`src/rtl/hbs_pkg.sv`:
```
`timescale 1ns / 1ps

package hbs_pkg;

  localparam int WORD_W      = 32;
  localparam int FRAC_W      = 16;
  localparam int INV_W       = 24;
  localparam int EXT_W       = 8;
  localparam int GRID_SIDE   = 128;
  localparam int IDX_W       = $clog2(GRID_SIDE);
  localparam int HALF_W      = IDX_W - 1;
  localparam int BANK_ADDR_W = 2 * HALF_W;
  localparam int BANK_DEPTH  = 2 ** BANK_ADDR_W;
  localparam int NUM_BANKS   = 4;
  localparam int BANK_SEL_W  = 2;
  localparam int CFG_INDEX_W = 3;
  localparam int DIFF_W      = WORD_W + 1;
  localparam int PROD_W      = WORD_W + INV_W;
  localparam int SHIFT       = WORD_W - FRAC_W;
  localparam int G_W         = PROD_W - SHIFT;
  localparam int GRID_W      = IDX_W + FRAC_W;
  localparam int LERP_DEPTH  = 3;
  localparam int TAG_DEPTH   = 2 * LERP_DEPTH + 1;

  typedef enum logic [CFG_INDEX_W-1:0] {
    REG_ORIGIN_X        = 3'd0,
    REG_ORIGIN_Z        = 3'd1,
    REG_INVERSE_SPACING = 3'd2,
    REG_GRID_COLUMNS    = 3'd3,
    REG_GRID_ROWS       = 3'd4
  } cfg_reg_t;

  typedef enum logic {
    OP_WRITE = 1'b0,
    OP_QUERY = 1'b1
  } op_t;

  // Grid position of one axis after clamping, with bank addresses.
  typedef struct packed {
    logic [IDX_W-1:0]  idx;
    logic [HALF_W-1:0] addr_even;
    logic [HALF_W-1:0] addr_odd;
    logic [FRAC_W-1:0] frac;
    logic              clamp;
  } axis_t;

  typedef struct packed {
    logic query;
    logic loaded;
  } tag_t;

endpackage

```
`src/rtl/hbs_lerp.sv`:
```
`timescale 1ns / 1ps

module hbs_lerp (
  input  logic                              clk,
  input  logic signed [hbs_pkg::WORD_W-1:0] a,
  input  logic signed [hbs_pkg::WORD_W-1:0] b,
  input  logic        [hbs_pkg::FRAC_W-1:0] frac,
  output logic signed [hbs_pkg::WORD_W-1:0] h
);
  import hbs_pkg::*;

  // h = a + floor((b - a) * f / 2^F)
  logic signed [DIFF_W-1:0]        diff;
  logic signed [WORD_W-1:0]        a_a;
  logic        [FRAC_W-1:0]        f_a;
  logic signed [DIFF_W+FRAC_W:0]   prod;
  logic signed [WORD_W-1:0]        a_b;

  always_ff @(posedge clk) begin
    diff <= {b[WORD_W-1], b} - {a[WORD_W-1], a};
    a_a  <= a;
    f_a  <= frac;
    prod <= (DIFF_W+FRAC_W+1)'(diff) * (DIFF_W+FRAC_W+1)'($signed({1'b0, f_a}));
    a_b  <= a_a;
    h    <= a_b + prod[FRAC_W+WORD_W-1:FRAC_W];
  end

endmodule

```
`config.mk`:
```
export PLATFORM = sky130hd
export DESIGN_NAME = hbs_lerp
export DESIGN_NICKNAME = d
export VERILOG_FILES = /design/src/rtl/hbs_pkg.sv /design/src/rtl/hbs_lerp.sv
export SDC_FILE = /design/constraint.sdc
export NUM_CORES = 1
export LEC_CHECK = 0
export ABC_CLOCK_PERIOD_IN_PS = 6700
export BUFFER_PORTS_ARGS = -buffer_cell sky130_fd_sc_hd__buf_2
export CORE_MARGIN = 3
export CORE_UTILIZATION = 65
export DETAILED_ROUTE_END_ITERATION = 12
export GPL_TIMING_DRIVEN = 0
export PLACE_DENSITY = 0.94
export SLEW_MARGIN = 10
export SYNTH_ARGS = -nofsm -noshare
export SYNTH_HDL_FRONTEND = slang
export SYNTH_SLANG_ARGS = --single-unit
```
`constraint.sdc`:
```
create_clock -name clk -period 6.7 [get_ports clk]
set_input_delay 0.67 -clock clk [delete_from_list [all_inputs] [get_ports clk]]
set_output_delay 0.67 -clock clk [all_outputs]
set_load 0.005 [all_outputs]
```
# Yosys cells after proc, flatten, opt, wreduce, memory -nomap -nowiden
# Index checks and enable logic that the tools add are counted.
[word_totals] elab_cells=9 input_bits=81 output_inout_bits=32 ff_bits=193
[op_classes] n_addsub=2 mul=1
[ops] operator="$mul A33 B17 Y48" count=1
[ops] operator="$sub A32 B32 Y33" count=1
[ops] operator="$add A32 B32 Y32" count=1

# Depth between registers and ports, before layout
[depth] depth_word=1 ltp_mapped=25 depth_no_buf=24

# Least setup slack after synthesis
# No wires, ideal clock.
[synth_path] path_kind="reg2reg" startpoint="register diff[32]" endpoint="register prod[47]" setup_ns=0.078 t_required_ns=6.622 arrival_ns=5.893 stages_incl_launch_ff=22 path_buffers=1 period_less_slack_ns=5.971 slack_ns=0.729 cell_sequence="dfxtp_1 clkbuf_1 nand2_1 fa_1 fa_1 inv_1 fa_1 fa_1 fa_1 inv_1 fa_1 inv_1 ha_1 a21oi_1 nand2_1 a21o_1 a21o_1 a21o_1 a21oi_1 nor2_1 a211o_1 nor3_1"
[synth_via] elab_chain_len=1
[synth_rtl] item="start, declared" line="hbs_lerp.sv:13" rtl="logic signed [DIFF_W-1:0] diff;"
[synth_rtl] item="start signal, assigned" line="hbs_lerp.sv:20" rtl="diff <= {b[WORD_W-1], b} - {a[WORD_W-1], a};"
[synth_rtl] item="$mul A33 B17 Y48" line="hbs_lerp.sv:23" rtl="prod <= (DIFF_W+FRAC_W+1)'(diff) * (DIFF_W+FRAC_W+1)'($signed({1'b0, f_a}));"
[synth_rtl] item="end signal, assigned" line="hbs_lerp.sv:23"
[synth_rtl] item="end, declared" line="hbs_lerp.sv:16" rtl="logic signed [DIFF_W+FRAC_W:0] prod;"
# No other way between the ends.

# Worst setup path after layout
[layout_path] startpoint="register f_a[3]" endpoint="register prod[42]"
[layout_via] elab_chain_len=1
[layout_rtl] item="start, declared" line="hbs_lerp.sv:15" rtl="logic [FRAC_W-1:0] f_a;"
[layout_rtl] item="start signal, assigned" line="hbs_lerp.sv:22" rtl="f_a <= frac;"
[layout_rtl] item="$mul A33 B17 Y48" line="hbs_lerp.sv:23"
# No other way between the ends.

==> out/metrics.yaml <==
placed_design:
  place_hpwl_um: 55800
  numPortBuffers: 112
  globalplace.congestion: 0.984
  place_area_sq_mm: 0.0254
die:
  io_pins: 113
  rows: 70
  fp.dieH_um: 199
  start_util: 0.660
  dieArea_sq_mm: 0.0396
  die_w_um: 199
  core-area_sq_mm: 0.0367
synth:
  synth_ff_type: "dfxtp_1"
  yosysTopAreaCell: "fa_1"
  syn_nets: 3347
  synth_enable_flop_cells: 0
  ys_seq_area_frac: 0.146
  yosys.cell_types.count: 70
  synth-seq-cells: 177
  async_reset_ff_frac: 0
  synth_top_area_frac: 0.406
  syn_avg_cell_area_sq_um: 9.32
  synthTopCellsByArea: "fa_1 41%, dfxtp_1 15%, inv_1 9.4%"
  synthesis.area_sq_mm: 0.0242
  ys_warn_count: 0
  netlist_instances: 2600
critical_path:
  required_ns: 7.08
  crit_chain: "clkbuf_2 -> nand2_1 -> fa_1 -> fa_1 -> fa_1 -> inv_1 -> fa_1 -> fa_1 -> inv_1 -> fa_1 -> inv_1 -> ha_1 -> o21ai_0 -> o21ai_2 -> nand4_1 -> nand3_2 -> a21oi_4 -> o41ai_4 -> buf_6 -> a21oi_2 -> o21ai_1 -> xor2_1"
  cp_top_family: "adder cells"
  cp_num_buf_inv: 5
  cpMostUsedCell: "fa_1"
  crit_path_max_fanout: 10
  max_stage_delay_ns: 0.53
  reg2reg_depth: 22
  start_kind: "flip-flop"
  timing.rr.end: "prod[42]"
  r2r-start: "f_a[3]"
  cp-end-kind: "flip-flop"
  slowest_stage: "fa_1"
  critPathKind: "reg2reg"
  arrival_ns: 6.98
  rrSetupSlack_ns: 0.1
finish:
  drive_above_1_share: 0.108
  nFillCells: 2611
  nNetsFinal: 3483
  area_growth_pct: 8.69
  fin_area_sq_mm: 0.0263
route:
  wl_um: 69500
  wl_per_cell_um: 21.6
  vias_per_cell: 5.88
  num_vias: 18933
  drt_iter0_markers: 1611
  first_pass_iters: 6
  ant_nets: 0
  post-route-drc-count: 0
global_route:
  overflow: 0
  track_usage: 0.371
  grt_pass1_vias: 21047
  grt_start_max_net_pins: 17
  antenna_found_initial: 1
  grt_pass1_wl_um: 111000
clocking:
  clock-root-buffer: "clkbuf_16"
  insertion_delay_ns: 0.49
  cts_tree: "done"
  clkSinkCount: 177
  htreeDepth: 4
  cts_made_buffers: 17
  clk_pin_slew_ns: 0.09
  clk_path_buf_depth: 2
timing:
  max_freq_mhz: 151
  tightest_slew_ns: 0.957
  max_slew_margin: 0.362
  min_period_ns: 6.60
  drv_slew: 0
  fin_crit_sh: 0.985
  tns_ns: 0
  whs_ns: 0.277
  setup_viol: 0
  skew_ns: 0.0206
  final_hold_viol_count: 0
min_path:
  worstHoldStart: "frac[7]"
  hold_path_depth: 1
  min_to: "f_a[7]"
  min_path_type: "in2reg"
run:
  maxCapViolations: 0
outcome:
  outcome: "complete, no violations"
==> Yosys cell counts, types with 2 or more instances <==
cell type  count
nand2_1      335
and3_2         5
nand2b_1       4
nor2b_1       10
a21o_2         2
o21ai_0       37
o31a_1         2
nand4_1       10
o21ai_1       12
a21oi_1       71
o31ai_1        7
xor2_1        29
o21a_1        13
nor2_1        46
o21bai_1      11
dfxtp_1      177
and3_1         7
a21oi_2        3
a21boi_0       2
fa_1         491
xnor2_1       68
clkbuf_1      84
a41oi_1        2
or2_2          2
a21o_1        36
and2_1       235
inv_1        607
nand3_1       17
a211o_1        3
nor3_1        25
and4_1         2
a221oi_2       2
a311oi_1       2
ha_1         175
o211ai_1       3
a2111oi_0      2
or3_1          6
a31oi_1        5
a211oi_1      16
nor3b_1        2
nor4_1         3
==> area by class of cell <==
class	count	area, sq um	area share
multi-input cells	1731	18200	0.690
plain buffers	85	536	0.0203
inverters	607	2280	0.0865
clock buffers	20	457	0.0173
diodes	2	5.00	0.000190
clock inverters	11	101	0.00385
flip-flops and latches	177	3590	0.136
well taps	468	586	0.0222
repair buffers	117	614	0.0233
==> logic make-up after synthesis <==
group           after synthesis  synth area share
simple gates                714             0.144
buf+inv                     692             0.107
fa+ha+maj                   666             0.496
compound gates              254            0.0715
flops                       177             0.146
xor+xnor                     97            0.0351
==> repair_timing <==
| action | in CTS | in global routing |
|---|---|---|
| hold buffers | 0 | 0 |
| resized for setup | 108 | 114 |
| buffers inserted | 4 | 1 |
| pin swaps | 1 | 3 |
| endpoints found under the setup margin | 22 | 14 |
==> sequential cells by signal, summed over array words and instances, names as in the netlist <==
name / cells
f_a: 16
diff: 33
a_a: 32
prod: 32
a_b: 32
h: 32
==> metrics by stage <==
step            util  std cells  worst slack [ns]
6_report       0.718       3218            0.0976
5_1_grt        0.718       3217          -0.00952
4_1_cts        0.713       3215           0.00384
3_5_place_dp   0.692       3180            -0.855
3_3_place_gp   0.692       3180            -0.681
2_1_floorplan      -       2600             0.729
==> layer usage <==
metal,vias up,global-route usage,part of all wire
li1,8055,-,-
met4,0,0.224,0.068
met1,9459,0.437,0.35
met3,327,0.0909,0.097
met5,-,0,0
met2,1092,0.617,0.48
==> placed cells by master (no fill, tap or decap), types with 37 or more instances in the layout <==
cell type / netlist / routed
ha_1: 175 / 173
buf_2: 1 / 118
dfxtp_1: 177 / 140
fa_1: 491 / 489
a21oi_1: 71 / 71
xnor2_1: 68 / 68
o21ai_0: 37 / 37
nand2_1: 335 / 335
dfxtp_2: 0 / 37
clkbuf_4: 0 / 41
inv_1: 607 / 606
and2_1: 235 / 235
nor2_1: 46 / 46
==> worst max-delay path by stage <==
stage,start,endpoint,slack [ns],cells past startpoint
3_3_place_gp,f_a[9],prod[37],-0.68,23
6_report,f_a[3],prod[42],0.1,22
3_5_place_dp,f_a[9],prod[41],-0.86,23
2_1_floorplan,diff[32],prod[47],0.73,21
4_1_cts,diff[24],prod[43],0.004,22
5_1_grt,diff[22],prod[44],-0.01,23
Power is not shown: default switching activity piles up to over one toggle a cycle in this logic, so the estimate is an artifact.
