$ cat config.mk
export PLATFORM = sky130hd
export DESIGN_NAME = hbs_axis
export DESIGN_NICKNAME = d
export VERILOG_FILES = /design/src/rtl/hbs_pkg.sv /design/src/rtl/hbs_axis.sv
export SDC_FILE = /design/constraint.sdc
export NUM_CORES = 2
export LEC_CHECK = 0
export ABC_CLOCK_PERIOD_IN_PS = 6600
export BUFFER_PORTS_ARGS = -buffer_cell sky130_fd_sc_hd__buf_2
export CORE_ASPECT_RATIO = 1.5
export CORE_UTILIZATION = 50
export CTS_CLUSTER_SIZE = 10
export DETAILED_ROUTE_END_ITERATION = 6
export PLACE_DENSITY = 0.7
export RECOVER_POWER = 25
export SLEW_MARGIN = 20
export SYNTH_ARGS = -nofsm -noshare
export SYNTH_HDL_FRONTEND = slang
export SYNTH_SLANG_ARGS = --single-unit
export TNS_END_PERCENT = 30
$ cat constraint.sdc
create_clock -name clk -period 6.6 [get_ports clk]
set_clock_uncertainty 0.2 [all_clocks]
set_input_delay 0.66 -clock clk [delete_from_list [all_inputs] [get_ports clk]]
set_output_delay 0.66 -clock clk [all_outputs]
set_load 0.01 [all_outputs]
$ cat src/rtl/hbs_pkg.sv
`timescale 1ns / 1ps

package hbs_pkg;

  localparam int WORD_W      = 32;
  localparam int FRAC_W      = 16;
  localparam int INV_W       = 24;
  localparam int EXT_W       = 8;
  localparam int GRID_SIDE   = 128;
  localparam int IDX_W       = $clog2(GRID_SIDE);
  localparam int HALF_W      = IDX_W - 1;
  localparam int BANK_ADDR_W = 2 * HALF_W;
  localparam int BANK_DEPTH  = 2 ** BANK_ADDR_W;
  localparam int NUM_BANKS   = 4;
  localparam int BANK_SEL_W  = 2;
  localparam int CFG_INDEX_W = 3;
  localparam int DIFF_W      = WORD_W + 1;
  localparam int PROD_W      = WORD_W + INV_W;
  localparam int SHIFT       = WORD_W - FRAC_W;
  localparam int G_W         = PROD_W - SHIFT;
  localparam int GRID_W      = IDX_W + FRAC_W;
  localparam int LERP_DEPTH  = 3;
  localparam int TAG_DEPTH   = 2 * LERP_DEPTH + 1;

  typedef enum logic [CFG_INDEX_W-1:0] {
    REG_ORIGIN_X        = 3'd0,
    REG_ORIGIN_Z        = 3'd1,
    REG_INVERSE_SPACING = 3'd2,
    REG_GRID_COLUMNS    = 3'd3,
    REG_GRID_ROWS       = 3'd4
  } cfg_reg_t;

  typedef enum logic {
    OP_WRITE = 1'b0,
    OP_QUERY = 1'b1
  } op_t;

  // Grid position of one axis after clamping, with bank addresses.
  typedef struct packed {
    logic [IDX_W-1:0]  idx;
    logic [HALF_W-1:0] addr_even;
    logic [HALF_W-1:0] addr_odd;
    logic [FRAC_W-1:0] frac;
    logic              clamp;
  } axis_t;

  typedef struct packed {
    logic query;
    logic loaded;
  } tag_t;

endpackage

$ cat src/rtl/hbs_axis.sv
`timescale 1ns / 1ps

module hbs_axis (
  input  logic                                clk,
  input  logic signed [hbs_pkg::WORD_W-1:0]   coord,
  input  logic signed [hbs_pkg::WORD_W-1:0]   origin,
  input  logic        [hbs_pkg::INV_W-1:0]    inv_spacing,
  input  logic        [hbs_pkg::EXT_W-1:0]    grid_size,
  output hbs_pkg::axis_t                      pos
);
  import hbs_pkg::*;

  // stage 1: offset from origin, negative side folds to zero
  logic [DIFF_W-1:0] diff;
  logic [WORD_W-1:0] dmag;

  assign diff = {coord[WORD_W-1], coord} - {origin[WORD_W-1], origin};

  always_ff @(posedge clk) begin
    dmag <= (!diff[DIFF_W-1] && (diff[WORD_W-1:0] != '0)) ? diff[WORD_W-1:0] : '0;
  end

  // stage 2: scale by reciprocal spacing
  logic [PROD_W-1:0] prod;
  logic [G_W-1:0]    g;

  assign prod = PROD_W'(dmag) * PROD_W'(inv_spacing);

  always_ff @(posedge clk) begin
    g <= prod[PROD_W-1:SHIFT];
  end

  // stage 3: clamp to last vertex, split into cell index and fraction
  logic [EXT_W-1:0]  size_m1;
  logic [IDX_W-1:0]  last;
  logic [GRID_W-1:0] top_g;
  logic [GRID_W-1:0] gc;
  logic [IDX_W-1:0]  idx;
  logic [IDX_W:0]    idx_inc;

  assign size_m1 = grid_size - EXT_W'(1);

  always_comb begin
    if (grid_size == '0) begin
      last = '0;
    end else if (grid_size > EXT_W'(GRID_SIDE)) begin
      last = IDX_W'(GRID_SIDE - 1);
    end else begin
      last = size_m1[IDX_W-1:0];
    end
  end

  assign top_g   = {last, {FRAC_W{1'b0}}};
  assign gc      = (g > G_W'(top_g)) ? top_g : g[GRID_W-1:0];
  assign idx     = gc[GRID_W-1:FRAC_W];
  assign idx_inc = {1'b0, idx} + (IDX_W+1)'(1);

  always_ff @(posedge clk) begin
    pos.idx       <= idx;
    pos.addr_even <= idx_inc[IDX_W-1:1];
    pos.addr_odd  <= idx[IDX_W-1:1];
    pos.frac      <= gc[FRAC_W-1:0];
    pos.clamp     <= (idx == last);
  end

endmodule

# Word level (Yosys, flattened, before mapping)
# Cells that the tools add are included.
[classes]
addsub = 3
n_mul = 1
order_cmp = 2
n_eq_ne = 1
muxes = 3
reduce_logical = 4
[ops]
columns = ["op", "n"]
rows = [
  ["32-bit by 24-bit multiplier with 56-bit output", 1],
  ["40-bit by 23-bit > comparator with 1-bit output", 1],
  ["32-bit by 32-bit subtractor with 33-bit output", 1],
  ["32-bit nonzero test", 1],
  ["23-bit 2-to-1 mux", 1],
  ["7-bit 2-to-1 mux", 2],
  ["8-bit > comparator, second input constant", 1],
  ["8-bit zero test", 1],
  ["7-bit by 1-bit adder with 7-bit output, second input constant", 1],
  ["7-bit equality test", 1],
  ["7-bit by 1-bit subtractor with 7-bit output, second input constant", 1],
  ["1-bit logical AND", 1],
  ["1-bit zero test", 1],
]
[totals]
regBits = 108
inputBits = 97
out_inout_bits = 36
elab_cells = 21

# Logic depth before layout (Yosys ltp)
[depth]
ltp_word = 6
ltp_mapped = 26

# Least setup slack after synthesis
# Ideal clock, no wire load.
[synth_path]
path_kind = "input-to-reg"
from = "input inv_spacing[3] (netlist name)"
to = "register g[32]"
t_arrival_ns = 6.856
required_time_ns = 6.318
slack_ns = -0.538
stages = 24
path_buffers = 1
cell_sequence = "clkbuf_1 nand2_1 fa_1 inv_1 fa_1 inv_1 fa_1 fa_1 fa_1 inv_1 fa_1 inv_1 fa_1 inv_1 ha_1 a21oi_1 o21ai_1 nor4_2 nor3_1 nor3_2 o21ai_2 a21o_1 a2111o_1 o2111ai_1"
[synth_via]
elab_chain_cells = 1
[synth_rtl]
columns = ["element", "line_no", "source"]
rows = [
  ["start: declaration", "hbs_axis.sv:7", "input logic [hbs_pkg::INV_W-1:0] inv_spacing,"],
  ["32-bit by 24-bit multiplier with 56-bit output", "hbs_axis.sv:27", "assign prod = PROD_W'(dmag) * PROD_W'(inv_spacing);"],
  ["named net prod[48]", "hbs_axis.sv:24", "logic [PROD_W-1:0] prod;"],
  ["end signal: assignment", "hbs_axis.sv:30", "g <= prod[PROD_W-1:SHIFT];"],
  ["end: declaration", "hbs_axis.sv:25", "logic [G_W-1:0] g;"],
]
# The timed path passes the listed nets, and every way through them passes these cells.
# A chain may end at the register's enable or synchronous reset.

# Worst setup path after layout
[layout_path]
from = "register dmag[12]"
to = "register g[32]"
[layout_via]
elab_chain_cells = 1
[layout_rtl]
columns = ["element", "line_no", "source"]
rows = [
  ["start: declaration", "hbs_axis.sv:15", "logic [WORD_W-1:0] dmag;"],
  ["start signal: assignment", "hbs_axis.sv:20", "dmag <= (!diff[DIFF_W-1] && (diff[WORD_W-1:0] != '0)) ? diff[WORD_W-1:0] : '0;"],
  ["32-bit by 24-bit multiplier with 56-bit output", "hbs_axis.sv:27", ""],
  ["named net prod[48]", "hbs_axis.sv:24", ""],
]
# The timed path passes the listed nets, and every way through them passes these cells.

==> out/metrics.cfg <==
[finish]
final_common_cell = inv_1
synthToLayoutAreaGrowth_pct = 18.3
drive_gt1_share_pct = 17.6
mostFrequentLayoutCells = inv_1, fa_1, nand2_1
fin_nets = 4523
final_util_pct = 60.0

[floorplanning]
core_area_um2 = 57000
fp.dieW_um = 198
start_util_pct = 50.7
rows = 107
die-area_um2 = 58800
fp.dieH_um = 297
io_pins = 133

[routing]
met1Wirelength_mm = 26.2
dr.pass1.iters = 5
wl_met3_mm = 3.84
vias = 22800
drt_iter0_markers = 1110
drt-total-wl_mm = 81.5
dr_wl_met2_mm = 43.7
routed.top_layer = met4
wl_per_cell_um = 18.9
drc = 0
vias_per_cell = 5.27
drtAntennaViolNets = 0

[synth]
seq_area_frac_synth_pct = 7.06
avgSynthCellArea_um2 = 8.90
synth_seq_cells = 102
ys_async_sr_fraction_pct = 0
ys_warn_count = 0
synth.cell_area_um2 = 28900
synth_edf_count = 0
syn_inst = 3250
ys_types = 69
syn_nets = 4225
synth_flop_cell = dfxtp_1

[timing]
rsz0062_at_grt = true
finalSetupViolCount = 24
tns_ns = -3.70
max_slew_margin_pct = 56.1
worst-slew-pin-transition_ns = 0.652
min_period_ns = 6.92
slew_viol_final = 0
max_freq_mhz = 144
hold_viol = 0
fin_crit_sh_pct = 105
setup_ws_ns = -0.324

[setup_path]
cp.arrival_ns = 7.04
cp_max_fo = 8
crit_path_start_kind = flip-flop
ff2ff_setup_slack_ns = -0.32
end_kind = flip-flop
crit_required_ns = 6.72
crit_type = flip-flop to flip-flop

[cts]
cts_max_path_buffers = 2
cts_hold_buf = 0
htreeDepth = 3
cts_sinks = 102
cts_root_buf = clkbuf_16
clock_latency_ns = 0.40
cts_tree = yes
cts_buffers = 9
clkTransAtPathRegs_ns = 0.08

[global_route]
track_usage_pct = 29.1
antenna_found_initial = 1
grt_pass1_wl_mm = 128
grt_overflow = 0
grt_pass1_vias = 25200
grt_max_degree = 33

[place]
hpwl_mm = 68.0
place.gp.congestion = 0.965
portBuffers = 132

[run_status]
status = finished with violations
violations = setup timing

[run]
maxCapViolCount = 0

[hold_path]
hold_path_class = flip-flop to flip-flop

[cells by family (layout without fill, tap and decap cells)]
| kind of cell | count (synthesis) | count (layout) | share of synthesized area [%] |
|---|---|---|---|
| compound gates | 235 | 235 | 5.12 |
| xor+xnor | 80 | 80 | 2.42 |
| fa+ha+maj | 878 | 878 | 55.1 |
| buf+inv | 936 | 1239 | 12.3 |
| flops | 102 | 102 | 7.06 |
| mux | 4 | 4 | 0.164 |
| other cells | 0 | 1 | 0 |
| simple gates | 1015 | 1015 | 17.9 |
[state kept, by name, summed over array words and instances, names as in the netlist]
signal / cells
pos: 30
g: 40
dmag: 32
[routing by layer]
metal  vias up  global-route usage, %
met5         -                      0
met4         0                   22.8
met3       350                   3.79
met2       755                   55.7
met1     11500                   27.7
li1      10100                      -
[worst max-delay path, stage by stage, from the launching register on]
cell and delay (ns):
dfxtp_4 0.40, buf_12 0.16, buf_4 0.14, nand2_1 0.10, fa_1 0.55, fa_1 0.56, inv_1 0.09, fa_1 0.49
fa_1 0.57, fa_2 0.44, fa_1 0.48, inv_1 0.05, fa_1 0.47, inv_1 0.06, ha_4 0.16, a21o_1 0.21
a21oi_2 0.16, o221ai_2 0.18, a211o_1 0.32, nor3_2 0.16, buf_4 0.16, o21ai_4 0.08, a21o_1 0.20, a2111o_1 0.36
o2111ai_1 0.11
[timing repair]
action / in CTS / in global routing
gates resized for setup: 106 / 96
setup buffers: 11 / 23
setup endpoints to repair: 35 / 30
pin swaps: 38 / 63
hold endpoints to repair: 0 / 0
cloned: 1 / 3
[path summary, 6_finish.rpt]
| path | start | to | cells after the start |
|---|---|---|---|
| worst max-delay path | dmag[12] | g[32] | 24 |
| worst min-delay path | g[8] | pos[9] | 1 |
| worst max register to register | dmag[12] | g[32] | 24 |
| worst min register to register | g[8] | pos[9] | 1 |
[cell usage after synthesis, types with 4 or more instances]
master,number,area (um2)
nand3_1,15,75.1
nor3_2,7,70.1
nor3_1,16,80.1
o21bai_1,6,45.0
and2_1,401,2510
a21oi_1,86,430
fa_1,658,13200
nor2_1,64,240
or3_1,5,31.3
or4_1,5,37.5
a31oi_1,9,56.3
a211oi_1,5,37.5
o21ai_0,50,250
buf_4,6,45.0
xnor2_1,50,438
o21a_1,9,67.6
ha_1,220,2750
o2111ai_1,5,43.8
and4_1,4,35.0
nor4b_1,4,35.0
nand4_1,16,100
inv_1,780,2930
a21o_1,26,195
dfxtp_1,102,2040
nor2b_1,10,62.6
nand2_1,430,1610
a221oi_1,5,43.8
nor4_1,9,56.3
clkbuf_1,144,541
nand2b_1,10,62.6
xor2_1,30,263
[through the flow]
stage                     std cells  hold slack, ns  instance area, um2  setup WS (ns)
final                          4317           0.260               34200         -0.324
after global routing           4317           0.272               34200         -0.483
after CTS                      4290           0.260               33600         -0.229
after detailed placement       4262           0.243               32800          -1.24
after global placement         4262           0.242               32800          -1.09
after floorplan                3250           0.220               29400         -0.245
[layout make-up]
cell class	count	area, um2
repair buffers	442	3770
multi-input cells	2212	24100
diodes	1	2.50
inverters	781	2930
clock buffers	9	225
clock inverters	7	128
well taps	763	955
flip-flops and latches	102	2090
fillers	4970	22800
Power is not shown: default switching activity piles up to over one toggle a cycle in this logic, so the estimate is an artifact.
